[src/sv/nfa_ram.sv]
// generic simple dual port ram with registered read
module nfa_ram #(
   parameter int WIDTH = 16,
   parameter int DEPTH = 16,
   localparam int AW = (DEPTH > 1) ? $clog2(DEPTH) : 1
) (
   input  logic             clock,
   input  logic             wr_en,
   input  logic [AW-1:0]    wr_addr,
   input  logic [WIDTH-1:0] wr_data,
   input  logic             rd_en,
   input  logic [AW-1:0]    rd_addr,
   output logic [WIDTH-1:0] rd_data
);

   logic [WIDTH-1:0] mem_ff [DEPTH];
   logic [WIDTH-1:0] rd_data_ff;

   always_ff @(posedge clock) begin
      if (wr_en) begin
         mem_ff[wr_addr] <= wr_data;
      end
      if (rd_en) begin
         rd_data_ff <= mem_ff[rd_addr];
      end
   end

   assign rd_data = rd_data_ff;

endmodule

[config.mk]
export PLATFORM = sky130hd
export DESIGN_NAME = nfa_ram
export DESIGN_NICKNAME = d
export VERILOG_FILES = /design/src/sv/nfa_ram.sv
export SDC_FILE = /design/constraint.sdc
export NUM_CORES = 1
export LEC_CHECK = 0
export BUFFER_PORTS_ARGS = -buffer_cell sky130_fd_sc_hd__buf_2
export CORE_MARGIN = 2
export CORE_UTILIZATION = 60
export CTS_BUF_LIST = sky130_fd_sc_hd__clkbuf_8 sky130_fd_sc_hd__clkbuf_16
export DETAILED_ROUTE_END_ITERATION = 8
export PLACE_DENSITY = 0.78
export SYNTH_ARGS = -nofsm -noshare
export SYNTH_HDL_FRONTEND = slang
export SYNTH_SLANG_ARGS = --single-unit
export TNS_END_PERCENT = 20
[constraint.sdc]
create_clock -name clock -period 3.45 [get_ports clock]
set_clock_uncertainty 0.05 [all_clocks]
set_input_delay 0.5175 -clock clock [delete_from_list [all_inputs] [get_ports clock]]
set_output_delay 0.5175 -clock clock [all_outputs]
set_load 0.02 [all_outputs]
---- After elaboration in Yosys (flattened, before gate mapping) ----
Memories as Yosys holds them, arrays and structs flattened. A register that Yosys moved wholly into a read port is not among the register bits.
Index checks and enable logic that the tools add are counted.
cells by class
  mux-type cells .......................... 2
operators with widths
  cell              number
  2-to-1 mux 1 bit  2
word-level totals
  input bits .............................. 27
  memories ................................ 1
  register bits after elaboration ......... 0
  memory bits (writable) .................. 256
  word-level logic and storage cells ...... 3
memory list
  memory  words  width  rd ports  clocked after Yosys merged registers in  wr ports  line  text
  mem_ff  16     16     1         1                                        1         16    logic [WIDTH-1:0] mem_ff [DEPTH];

---- Longest topological paths before layout ----
Gate-level depths: netlist (run 1).
  depth in word-level cells ............... 2
  mapped depth ............................ 5

---- Least setup slack after synthesis (run 1) ----
No wires, ideal clock.
  kind .................................... input-to-reg
  start point ............................. in wr_addr[2]
  end point ............................... mem mem_ff[0][0] (enable)
  cell stages on the path ................. 2
  slack ................................... 0.827 ns
  required time ........................... 2.991 ns
  buffers on the path ..................... 0
  setup time .............................. 0.409 ns
  arrival ................................. 2.163 ns
  path through ............................ or3b_2 nor3_1
RTL lines
  element          line  text
  start, declared  9     input logic [AW-1:0] wr_addr,
  end, declared    16
Straight into the memory's write port.

==> metrics.md, run 1 <==
| Metric | Value |
|---|---|
| Result of the run | `finished, final reports clean` |
| P_int | `5.56 mW` |
| Summed instance area of the synthesized netlist | `0.0102 sq mm` |
| Net Switching | `approximately 1.4 mW` |
| Detail Route Antenna Nets | `0` |
| Number of warnings reported in the yosys synthesis log | `0` |
| Yosys top cell area share | `80.0%` |
| Pins Over Slew Limit | `0` |
| Number of buffers inserted to repair setup after CTS | `0` |
| Die Outline Area | `0.0181 sq mm` |
| Pin count of the biggest net entering global routing | `65` |
| Data arrival time of the critical path | `2220 ps` |
| Placeable Area | `0.0166 sq mm` |
| Portion of total power attributed to the clock network | `40.9%` |
| Synthesized net count | `about 460` |
| Unrepaired setup endpoints after global routing | `false` |
| Final-stage net count | `530` |
| Clock insertion delay at the later pin of the skew report | `520 ps` |
| Max-capacitance violation count | `0` |
| Post-route setup TNS | `0 ps` |
| Highest achievable clock rate | `496 MHz` |
| Setup Viol. Count Final | `0` |
| Filler cells | `989` |
| Number of design-rule violations left by the first detailed-router iteration | `549` |
| Area growth syn-to-layout | `14.4%` |
| Static Leak | `3.82 nW` |
| Number of antenna violations at the first check in global routing | `0` |
| Post-DP HPWL | `roughly 11000 um` |
| # clock sinks | `272` |
| Die Span Y | `between 100 and 150 um` |
| Min Tclk post-route | `2020 ps` |
| Total of hold buffers inserted after clock tree synthesis | `0` |
| Count of non-filler cells in the finished layout | `742` |
| Kind of start point of the critical path | `input port` |
| Worst slew slack as a fraction of its limit | `25.8%` |
| Global Route Usage Sum | `between 20% and 30%` |
| Post-synthesis cell type count | `18` |
| Die extent in x | `134 um` |
| Number of buffers on the longest clock path | `3` |
| Share of cells above drive strength 1 | `around 33%` |
| Starting density of the core | `about 60%` |
| Vias per std cell | `approximately 6.4` |
| Final Cycle Share | `between 50% and 60%` |
| Sw Ratio | `19.6%` |
| Number of global-route vias before repair | `5033` |
| # IOs | `43` |
| Routed Wire Length | `20800 um` |
| Final global-route overflow total | `0` |
| Placed cell count | `695` |
| Sequential Area | `roughly 0.0082 sq mm` |
| Number of resized instances in the post-cts repair step | `0` |
| Cell types with the largest area share after synthesis | `sky130_fd_sc_hd__edfxtp_1, sky130_fd_sc_hd__mux4_2, sky130_fd_sc_hd__mux4_1` |
| IO Port Bufs | `42` |
| CTS clock-pin slew for the worst setup and hold paths | `roughly 70 ps` |
| Min-Delay Path Class | `in2reg` |
| Core Rows | `47` |
| Top library cells by usage in the layout, fill and taps aside | `sky130_fd_sc_hd__edfxtp_1, sky130_fd_sc_hd__mux4_2, sky130_fd_sc_hd__buf_2` |
| Worst voltage drop across the vdd grid | `0.000449 V` |
| Number of buffers created by CTS | `26` |
| Final hold violation count | `0` |
| Number of synthesized register bits | `272` |
| Root buf cell | `sky130_fd_sc_hd__clkbuf_16` |
| Post-detailed-route wirelength per cell | `between 20 and 30 um` |
| Number of H-tree branching levels | `1` |
| Crit end category | `flop` |
| Post-synthesis cell count | `432` |
| DR pass1 iterations | `7` |
| Multi-input gate area | `0.00196 sq mm` |
| Fraction of power consumed by sequential logic | `54.2%` |
| Clock tree from TritonCTS | `done` |
| CP Class | `in2reg` |
| Routability Congestion | `0.734` |
| DRC errors left | `0` |
| Worst Path Max Fanout | `26` |
| Seq/Total Area, Yosys | `80.0%` |
| Number of diodes added for antenna fixing | `0` |
| Mean area per synthesized cell | `between 20 and 25 sq um` |
| Data required time of the worst path | `3660 ps` |
| Leading cell type in the layout, fill and taps excluded | `sky130_fd_sc_hd__edfxtp_1` |
| Library cell occupying the most area in the post-synthesis netlist | `sky130_fd_sc_hd__edfxtp_1` |
| Slew at the pin closest to its max-slew limit | `~1100 ps` |
| Combinational share of power | `4.9%` |
| Number of vias after detailed routing | `4784` |
| Ratio of total power to cell area | `592 mW/mm^2` |
| Layout Utilization | `70.4%` |
| Wire length of the first global-routing pass | `30900 um` |
critical path, stage by stage:
cell	delay (ps)
sky130_fd_sc_hd__buf_4	420
sky130_fd_sc_hd__buf_4	360
sky130_fd_sc_hd__mux4_1	590
sky130_fd_sc_hd__a22oi_1	240
sky130_fd_sc_hd__nand2_1	70
Yosys cell counts:
master,count
sky130_fd_sc_hd__or3b_2,1
sky130_fd_sc_hd__nor2b_1,2
sky130_fd_sc_hd__mux4_1,10
sky130_fd_sc_hd__nor2_1,13
sky130_fd_sc_hd__and2_1,1
sky130_fd_sc_hd__buf_6,4
sky130_fd_sc_hd__buf_2,3
sky130_fd_sc_hd__nand3b_1,2
sky130_fd_sc_hd__nand2b_1,2
sky130_fd_sc_hd__nor3_1,4
sky130_fd_sc_hd__edfxtp_1,272
sky130_fd_sc_hd__buf_1,3
sky130_fd_sc_hd__nand3_1,1
sky130_fd_sc_hd__clkbuf_1,8
sky130_fd_sc_hd__buf_4,3
sky130_fd_sc_hd__a22oi_1,32
sky130_fd_sc_hd__nand2_1,17
sky130_fd_sc_hd__mux4_2,54
sequential cells by signal, summed over array words and instances, names as in the netlist:
name	count
mem_ff	256
rd_data	16
kinds of logic (layout without fill, tap and decap cells):
| family | after synthesis | after routing | share of synthesized area (%) |
|---|---|---|---|
| AO/OA/AOI/OAI | 32 | 32 | 2.35 |
| buffers and inverters | 21 | 111 | 1.21 |
| flip-flops | 272 | 272 | 80.0 |
| multiplexers | 64 | 64 | 14.5 |
| AND/OR/NAND/NOR | 43 | 43 | 1.89 |
per-stage QoR:
stage	hold WS, ps	power (mW)	worst slack (ps)	instance area [sq um]
final	321	6.91	1430	11700
after detailed placement	683	4.15	923	10800
after floorplan	566	4.01	827	10200
after global placement	676	4.13	939	10800
after global routing	320	7.11	1310	11700
after CTS	306	6.96	1400	11700
worst paths after layout:
kind / startpoint / to / slack [ps] / cells past startpoint
max: rd_addr[0] / rd_data[9] / 1430 / 5
min: wr_data[11] / mem_ff[5][11] / 320 / 1
max reg2reg: mem_ff[1][9] / rd_data[9] / 1870 / 3
min reg2reg: mem_ff[15][14] / rd_data[14] / 700 / 3
routing by layer:
layer,up-vias,track usage [%],wire [um]
met5,-,0,0
met4,0,7.66,411
met3,36,4.50,1660
met2,242,39.0,10500
met1,2504,34.6,8250
li1,2002,-,-
layout make-up:
type                            instances  share of cell area (%)
Timing Repair Buffer                   64                    3.45
Clock buffer                           27                    5.79
Tap cell                              220                    2.36
Clock inverter                         20                    1.61
Sequential cell                       272                    70.0
Multi-Input combinational cell        139                    16.8
power groups by stage:
stage,Sequential [mW],Clock [mW],Combinational (mW)
4_1_cts,3.74,2.88,0.342
2_1_floorplan,3.83,0,0.180
3_3_place_gp,3.81,0,0.327
5_1_grt,3.75,3.00,0.366
6_report,3.74,2.83,0.340
3_5_place_dp,3.81,0,0.338
No activity file was read; power rests on OpenSTA's default activity.
==> run 2: changes to the inputs <==
ABC_AREA = 1   (was unset)
CORE_UTILIZATION = 56   (was 60)
PLACE_DENSITY = 0.76   (was 0.78)
clock period = 1.7 ns   (was 3.45 ns; I/O delays follow)
==> metrics.md, run 2 <==
| Metric | Value |
|---|---|
| Slew at the pin closest to its max-slew limit | `853 ps (-259 ps)` |
| Vias per std cell | `5.39 (-16%)` |
| # clock sinks | `272 (unchanged)` |
| Setup Viol. Count Final | `0 (unchanged)` |
| Number of vias after detailed routing | `7667 (+60%)` |
| Multi-input gate area | `0.00236 sq mm (+21%)` |
| Summed instance area of the synthesized netlist | `0.0115 sq mm (+13%)` |
| Count leader, synth | `sky130_fd_sc_hd__nand2_1` |
| Worst Path Max Fanout | `1 (-96%)` |
| Min Tclk post-route | `1520 ps` |
| Final Cycle Share | `around 90%` |
| Data required time of the worst path | `1390 ps (-2270 ps)` |
| Number of antenna violations at the first check in global routing | `0 (unchanged)` |
| Starting density of the core | `57.0% (-4.5 points)` |
| Yosys top cell area share | `70.8% (-9.3 points)` |
| Main combinational cell family by area after synthesis | `simple AND/OR/NAND/NOR gates` |
| Wire length of the first global-routing pass | `41100 um (+33%)` |
| Kind of start point of the critical path | `flop` |
| Final instance area | `0.0132 sq mm (+13%)` |
| Detail Route Antenna Nets | `0 (unchanged)` |
| Placeable Area | `0.0202 sq mm (+22%)` |
| Buffers and inverters on the worst path | `1 (-1)` |
| Total of hold buffers inserted after clock tree synthesis | `0 (unchanged)` |
| Startpoint of the most critical setup path | `rd_data[5]` |
| Crit end category | `output port` |
| Routability Congestion | `0.813 (+11%)` |
| Data arrival time of the critical path | `1220 ps (-1000 ps)` |
| Die extent in x | `148 um (+9.8%)` |
| Ranking of synthesized cells by instance count | `sky130_fd_sc_hd__nand2_1, sky130_fd_sc_hd__edfxtp_1, sky130_fd_sc_hd__inv_1, sky130_fd_sc_hd__nand3_1, sky130_fd_sc_hd__buf_2` |
| Core Rows | `52 (+11%)` |
| Result of the run | `finished, final reports clean` |
| Die Outline Area | `0.0218 sq mm (+21%)` |
| Min-Delay Path Class | `in2reg` |
| Root buf cell | `sky130_fd_sc_hd__clkbuf_16` |
| Combinational share of power | `6.7% (+1.8 points)` |
| Seq/Total Area, Yosys | `70.8% (-9.3 points)` |
| Ratio of total power to cell area | `1070 mW/mm^2 (+80%)` |
| CP Class | `reg2out` |
| CTS clock-pin slew for the worst setup and hold paths | `60 ps (about the same)` |
| Post-DP HPWL | `15100 um (+40%)` |
| Share of cells above drive strength 1 | `11.7% (-21 points)` |
| Number of design-rule violations left by the first detailed-router iteration | `883 (+61%)` |
| Post-route setup TNS | `0 ps (unchanged)` |
| Number of buffers created by CTS | `27 (+3.8%)` |
| Post-synthesis cell type count | `12 (-6)` |
| Top library cells by usage in the layout, fill and taps aside | `sky130_fd_sc_hd__nand2_1, sky130_fd_sc_hd__edfxtp_1, sky130_fd_sc_hd__inv_1` |
| Number of warnings reported in the yosys synthesis log | `0 (unchanged)` |
| Number of global-route vias before repair | `7452 (+48%)` |
| Sw Ratio | `21.9% (+2.3 points)` |
| Cells traversed along the worst timing path | `buf_2` |
| Fraction of power consumed by sequential logic | `54.0% (-0.2 points)` |
| Global Route Usage Sum | `25.1% (+0.90 points)` |
| Dominant synthesized flop cell | `sky130_fd_sc_hd__edfxtp_1` |
| Die Span Y | `148 um (+9.8%)` |
| # IOs | `43 (unchanged)` |
| Post-synthesis cell count | `1074 (+150%)` |
| Max-capacitance violation count | `0 (unchanged)` |
| Worst hold start | `wr_data[9]` |
| Area growth syn-to-layout | `14.2%` |
| Worst path slowest cell | `sky130_fd_sc_hd__edfxtp_1` |
| Post-detailed-route wirelength per cell | `18.9 um (-33%)` |
| Post-synthesis share of cell area spent on full adders, half adders and majority gates | `0% (unchanged)` |
| Worst voltage drop across the vdd grid | `0.000985 V (+120%)` |
| Number of buffers inserted to repair setup after CTS | `0 (unchanged)` |
| DRC errors left | `0 (unchanged)` |
| Portion of netlist area occupied by mux cells | `0% (-14 points)` |
| Delay of the slowest cell on the worst path | `470 ps (-120 ps)` |
| Highest achievable clock rate | `about 660 MHz` |
| P_int | `11.0 mW (+98%)` |
| Post-synthesis compound-gate area fraction | `0% (-2.4 points)` |
| Cell types with the largest area share after synthesis | `sky130_fd_sc_hd__edfxtp_1, sky130_fd_sc_hd__nand2_1, sky130_fd_sc_hd__nand3_1` |
| Share of synthesized flip-flops with an asynchronous set or reset | `0% (unchanged)` |
| Static Leak | `5.65 nW (+48%)` |
| Final hold violation count | `0 (unchanged)` |
| Clock tree from TritonCTS | `done` |
| Pins Over Slew Limit | `0 (unchanged)` |
| Synth Area in XOR/XNOR | `0% (unchanged)` |
| Register ranked first by flip-flop count | `mem_ff` |
| Number of diodes added for antenna fixing | `0 (unchanged)` |
| Worst slew slack as a fraction of its limit | `43.1% (+17 points)` |
| Net Switching | `3.09 mW (+130%)` |
| Synthesized net count | `1101 (+140%)` |
| Mean area per synthesized cell | `10.7 sq um (-55%)` |
| Layout Utilization | `65.1% (-5.2 points)` |
| Number of H-tree branching levels | `1 (unchanged)` |
| Number of synthesized register bits | `272 (unchanged)` |
| Number of flip-flops in the largest register | `256 (unchanged)` |
| Delay-heaviest family, CP | `flip-flops` |
| Worst r2r src | `mem_ff[13][6]` |
| Area fraction in and, or, nand and nor cells after synthesis | `20.1% (+18 points)` |
| Routed Wire Length | `26900 um (+29%)` |
| Number of buffers on the longest clock path | `3 (unchanged)` |
| Sequential Area | `0.00817 sq mm (unchanged)` |
| Portion of total power attributed to the clock network | `39.4% (-1.5 points)` |
| Pin count of the biggest net entering global routing | `89 (+37%)` |
| Unrepaired setup endpoints after global routing | `false` |
| DR pass1 iterations | `5 (-2)` |
| Number of resized instances in the post-cts repair step | `0 (unchanged)` |
| Filler cells | `1493 (+51%)` |
| Leading cell type in the layout, fill and taps excluded | `sky130_fd_sc_hd__nand2_1` |
| Final-stage net count | `1160 (+120%)` |
| Placed standard-cell area | `0.0124 sq mm (+14%)` |
| Final global-route overflow total | `0 (unchanged)` |
| Clock insertion delay at the later pin of the skew report | `530 ps (about the same)` |
| IO Port Bufs | `42 (unchanged)` |
| Count of flip-flops with a built-in enable after synthesis | `272 (unchanged)` |
| Library cell occupying the most area in the post-synthesis netlist | `sky130_fd_sc_hd__edfxtp_1` |
-- run 2: changes by cell type in the layout (fill, tap and decap cells not counted), moves of 2 or more --
cell	change
sky130_fd_sc_hd__nand2b_1	-2
sky130_fd_sc_hd__clkinv_2	+4
sky130_fd_sc_hd__nor2_2	+4
sky130_fd_sc_hd__nor3_2	-4
sky130_fd_sc_hd__a22oi_1	-32
sky130_fd_sc_hd__nor2b_1	-2
sky130_fd_sc_hd__bufinv_16	-2
sky130_fd_sc_hd__mux4_2	-54
sky130_fd_sc_hd__mux4_1	-10
sky130_fd_sc_hd__nand2_1	+324
sky130_fd_sc_hd__nand3_1	+192
sky130_fd_sc_hd__inv_1	+197
sky130_fd_sc_hd__buf_12	+17
-- run 2: through the flow --
stage	cells	power (mW)	setup WS [ps]	hold WS (ps)
after detailed placement	1374	8.67	138	577
after global placement	1374	8.64	182	571
after floorplan	1074	8.28	95.4	304
after global routing	1423	14.5	163	35.9
after CTS	1423	14.1	162	30.7
final	1423	14.1	177	39.5
-- run 2: per-layer routing --
layer	up-vias	track usage, %	part of all wire [%]
li1	3595	-	-
met1	3622	35.7	41
met2	386	40.4	47
met3	64	3.46	9.4
met4	0	8.94	3.2
met5	-	0	0
-- run 2: path summary, 6_finish.rpt --
path / slack, ps / cells past startpoint / to
max: 180 / 1 / rd_data[5]
min: 40 / 1 / mem_ff[15][9]
min reg2reg: 680 / 6 / rd_data[4]
max reg2reg: 530 / 6 / rd_data[6]
-- run 2: cell families (layout without fill, tap and decap cells) --
group | Yosys count | after routing
flip-flops | 272 | 272
buffers and inverters | 249 | 328
AND/OR/NAND/NOR | 553 | 553
-- run 2: power groups by stage --
| stage | Clock [mW] | Sequential [mW] | Combinational, mW |
|---|---|---|---|
| after floorplan | 0 | 7.77 | 0.507 |
| after global placement | 0 | 7.74 | 0.899 |
| after detailed placement | 0 | 7.74 | 0.929 |
| after CTS | 5.59 | 7.61 | 0.935 |
| after global routing | 5.83 | 7.61 | 1.03 |
| final | 5.54 | 7.60 | 0.940 |
-- run 2: cell type report --
cell class | count | share of cell area (%)
multi-input combinational | 553 | 17.9
timing repair buffer | 81 | 5.64
sequential | 272 | 62.0
inverter | 198 | 5.65
clock buffer | 27 | 5.13
tap | 270 | 2.56
clock inverter | 22 | 1.11
